$ cat src/sv/scra_pkg.sv
// ----------------------------------------------------------------------------
// scra_pkg
// Shared types, constants and bit functions of the column reorder core.
// ----------------------------------------------------------------------------
`default_nettype none

package scra_pkg;

   localparam int unsigned ROW_W   = 64;
   localparam int unsigned COL_W   = 6;
   localparam int unsigned LINK_W  = 3;
   localparam int unsigned SUM_W   = 9;
   localparam int unsigned POP_W   = 7;
   localparam int unsigned COUNT_W = 14;

   typedef logic [ROW_W-1:0]  row_type;
   typedef logic [LINK_W-1:0] link_type;
   typedef logic [SUM_W-1:0]  sum_type;
   typedef logic [POP_W-1:0]  pop_type;

   typedef enum logic [6:0] {
      ST_LOAD   = 7'b0000001,
      ST_LANE   = 7'b0000010,
      ST_SUM1   = 7'b0000100,
      ST_SUM2   = 7'b0001000,
      ST_DECIDE = 7'b0010000,
      ST_RUN    = 7'b0100000,
      ST_EMIT   = 7'b1000000
   } state_type;

   function automatic pop_type pop_count(input row_type v);
      pop_type n;
      n = '0;
      for (int b = 0; b < ROW_W; b++) begin
         n = n + pop_type'(v[b]);
      end
      return n;
   endfunction

   // Adjacencies of the one column selected by mask m: bit c with c+1 and c-1.
   function automatic logic [1:0] col_links(input row_type row, input row_type m);
      row_type adj;
      adj = row & (row >> 1);
      return {1'b0, |(adj & m)} + {1'b0, |(adj & (m >> 1))};
   endfunction

   function automatic row_type swap_cols(input row_type row, input row_type mi,
                                         input row_type mj);
      logic bi;
      logic bj;
      bi = |(row & mi);
      bj = |(row & mj);
      return (bi != bj) ? (row ^ (mi | mj)) : row;
   endfunction

   // Bit plane b of the identity column map: bit c holds bit b of c.
   function automatic row_type ident_plane(input int unsigned b);
      row_type p;
      for (int c = 0; c < ROW_W; c++) begin
         p[c] = ((c >> b) & 1) != 0;
      end
      return p;
   endfunction

endpackage

`default_nettype wire

$ cat src/sv/scra_merge.sv
// ----------------------------------------------------------------------------
// scra_merge
// Two-stage registered adder tree over the lane results.
// ----------------------------------------------------------------------------
`default_nettype none

module scra_merge
   import scra_pkg::*;
(
   input  wire logic     clock,
   input  wire link_type before_lane [64],
   input  wire link_type after_lane  [64],
   output sum_type       before_ff,
   output sum_type       after_ff
);

   logic [5:0] grp_before_ff [8];
   logic [5:0] grp_after_ff  [8];
   logic [5:0] grp_before_in [8];
   logic [5:0] grp_after_in  [8];
   sum_type    before_in;
   sum_type    after_in;

   always_comb begin
      for (int g = 0; g < 8; g++) begin
         grp_before_in[g] = '0;
         grp_after_in[g]  = '0;
         for (int k = 0; k < 8; k++) begin
            grp_before_in[g] = grp_before_in[g] + 6'(before_lane[g*8+k]);
            grp_after_in[g]  = grp_after_in[g] + 6'(after_lane[g*8+k]);
         end
      end
      before_in = '0;
      after_in  = '0;
      for (int g = 0; g < 8; g++) begin
         before_in = before_in + sum_type'(grp_before_ff[g]);
         after_in  = after_in + sum_type'(grp_after_ff[g]);
      end
   end

   always_ff @(posedge clock) begin
      grp_before_ff <= grp_before_in;
      grp_after_ff  <= grp_after_in;
      before_ff     <= before_in;
      after_ff      <= after_in;
   end

endmodule

`default_nettype wire

$ cat config.mk
export PLATFORM = sky130hd
export DESIGN_NAME = scra_merge
export DESIGN_NICKNAME = d
export VERILOG_FILES = /design/src/sv/scra_pkg.sv /design/src/sv/scra_merge.sv
export SDC_FILE = /design/constraint.sdc
export NUM_CORES = 1
export LEC_CHECK = 0
export BUFFER_PORTS_ARGS = -buffer_cell sky130_fd_sc_hd__clkbuf_2
export CAP_MARGIN = 10
export CORE_MARGIN = 4
export CORE_UTILIZATION = 53
export CTS_BUF_LIST = sky130_fd_sc_hd__clkbuf_8 sky130_fd_sc_hd__clkbuf_16
export DETAILED_ROUTE_END_ITERATION = 16
export GPL_TIMING_DRIVEN = 0
export PLACE_DENSITY = 0.92
export SKIP_CTS_REPAIR_TIMING = 1
export SYNTH_ARGS = -nofsm -noshare
export SYNTH_HDL_FRONTEND = slang
export SYNTH_SLANG_ARGS = --single-unit
$ cat constraint.sdc
create_clock -name clock -period 4.4 [get_ports clock]
set_clock_uncertainty 0.05 [all_clocks]
set_input_delay 0.88 -clock clock [delete_from_list [all_inputs] [get_ports clock]]
set_output_delay 0.88 -clock clock [all_outputs]
set_load 0.02 [all_outputs]
==> run summary <==
Vias in the first global route: 10880
Worst Max-Slew Pin Slew: 0.3873 ns
Commonest cells post-synth: inv_1, fa_1, dfxtp_1, ha_1, a21o_1
DPL Wire Length: 27670 um
Async S/R FF share, synth: 0%
Register bit total from synthesis: 114
CTS tree: done
Die H: 164.2 um
Top-count cell post-synth: inv_1
CP Class: reg -> reg
Maxcap violations: 0
Post-route cell area: 16000 sq um
Max Fclk: 0.2418 GHz
I/O Buffers: 402
Top_reg_cell synth: dfxtp_1
Syn_nets: 1958
RSZ-0062 raised after global routing: false
Critical path arrival: 4.40 ns
Ant. Diodes: 0
Top post-synthesis cells by area: fa_1, dfxtp_1, inv_1, ha_1, a21o_1
Largest net degree at the start of global routing: 17
DR vias/cell: 4.672
Post-synth EDFFs: 0
Placed Cells: 1838
Chip width: 164.2 um
Status: finished, final reports clean
Mapped Cells: 1117
Layout cells sized above 1: 27.98%
Drt first pass iters: 5
Netlist cell types: 19
First-pass GRT wire length: 49440 um
H-tree levels: 4
Kind of end point of the critical path: flip-flop
Final Routed Wirelength: 30830 um
Syn_area_per_cell: 11.58 sq um
# IOs: 403
Final hold vios: 0
Clock Pin Slew Worst Setup and Hold Paths: 0.06 ns
Critical path fanouts, max: 3
Largest area contributor in the netlist: fa_1
CP Launch Type: flip-flop
Relative slew slack: 74.02%
Starting Density: 54.46%
Critical Path Start: grp_after_ff[2]
Sequential area share after synthesis: 17.64%
Clock net sink count: 114
GRT Util Overall: 24.02%
TNS Setup: 0 ns
CTS max path bufs: 2
Root Buffer: clkbuf_16
Final period util: 94.01%
HP Class: reg -> reg
Post-DRT Antenna Nets: 0
Vias: 8736
Hold WS: 0.5232 ns
Std-Cell Core Area: 23750 sq um
Gpl congestion: 0.8369
Antenna violations before repair: 0
Slew Viols, Final: 0
Drt wl/cell: 16.49 um
Die Area: 26970 sq um
Clock Latency Late Sink: 0.42 ns
Final setup viols: 0
Period minus WS final: 4.136 ns
Row cnt: 56
Ys Warns: 0
Yosys top cell area share: 52.93%
FILL cells: 1615
Num CTS Buffers: 17
Layout Area Growth over Synthesis: 23.71%
Critical R2R Launch: grp_after_ff[2]
Congestion Overflow GR: 0
Req. time, crit path: 4.66 ns
Drt drc: 0
Area after DPL: 15350 sq um
First-iteration detailed-routing DRC count: 247
Syn Std Cell Area: 12930 sq um
Nets: 2379
Worst Min Path Start: grp_before_ff[42]
Finished Layout Cells: 1870
cell usage in the layout (no fill, tap or decap), drive strengths merged:
| master | netlist | routed |
|---|---|---|
| nor3b | 4 | 4 |
| xnor2 | 8 | 8 |
| xor2 | 14 | 14 |
| a21oi | 4 | 4 |
| or4b | 2 | 2 |
| fa | 342 | 342 |
| o2111ai | 1 | 1 |
| a21o | 38 | 38 |
| bufinv | 0 | 5 |
| dfxtp | 114 | 114 |
| o21bai | 1 | 1 |
| ha | 114 | 114 |
| clkinv | 0 | 4 |
| o21ai | 7 | 7 |
| inv | 460 | 464 |
| a31oi | 2 | 2 |
| a211oi | 4 | 4 |
| clkbuf | 0 | 419 |
| clkinvlp | 0 | 2 |
| nand2 | 1 | 1 |
| nand4 | 1 | 1 |
worst max-delay path: stages (launching register included):
cell and delay, ns:
dfxtp_1 0.31, inv_1 0.05, fa_1 0.53, inv_1 0.08, fa_1 0.54, fa_1 0.57, inv_1 0.07, fa_1 0.53
inv_1 0.04, ha_1 0.23, fa_1 0.43, a211oi_1 0.25, o21ai_0 0.14, a21o_1 0.21
metal layers:
metal | part of all wire, % | vias to the layer above | wire [um] | GRT usage [%]
met4 | 4.4 | 0 | 1358 | 10.18
met1 | 29 | 4301 | 8899 | 21.30
met3 | 6.7 | 105 | 2071 | 5.571
met2 | 60 | 384 | 18500 | 49.96
li1 | - | 3946 | - | -
met5 | 0 | - | 0 | 0
final cells by class:
cell class	instances	area (sq um)	area share, %
clock buffers	17	425.4	2.659
clock inverters	15	230.2	1.439
inverters	460	1727	10.79
multi-input cells	543	8926	55.78
flip-flops and latches	114	2282	14.26
well taps	319	399.1	2.494
repair buffers	402	2012	12.57
through the flow:
step	utilization, %	worst slack, ns
2_1_floorplan	-	0.4713
3_3_place_gp	64.61	0.2573
3_5_place_dp	64.61	0.2005
4_1_cts	67.37	0.2941
5_1_grt	67.37	0.05601
6_report	67.37	0.2637
final timing paths:
kind	endpoint	slack, ns	cells past startpoint
max	after_ff[8]	0.26	13
min reg2reg	before_ff[0]	0.52	2
max reg2reg	after_ff[8]	0.26	13
min	before_ff[0]	0.52	2
flip-flops by register name, indices dropped and copies added, names as in the netlist:
name,count
grp_after_ff,48
after_ff,9
grp_before_ff,48
before_ff,9
cell families (layout without fill, tap and decap cells):
logic type / count (synthesis) / in the layout / synth area share, %
adders and majority gates: 456 / 456 / 63.96
buffers and inverters: 460 / 894 / 13.35
and+or+nand+nor: 8 / 8 / 0.4643
AOI/OAI and AO/OA: 57 / 57 / 3.095
DFF: 114 / 114 / 17.64
xor gates and xnor gates: 22 / 22 / 1.490
Power is left out: the tool's default activity adds up to more than one toggle a clock period on the data nets, which glitch-free logic cannot reach.
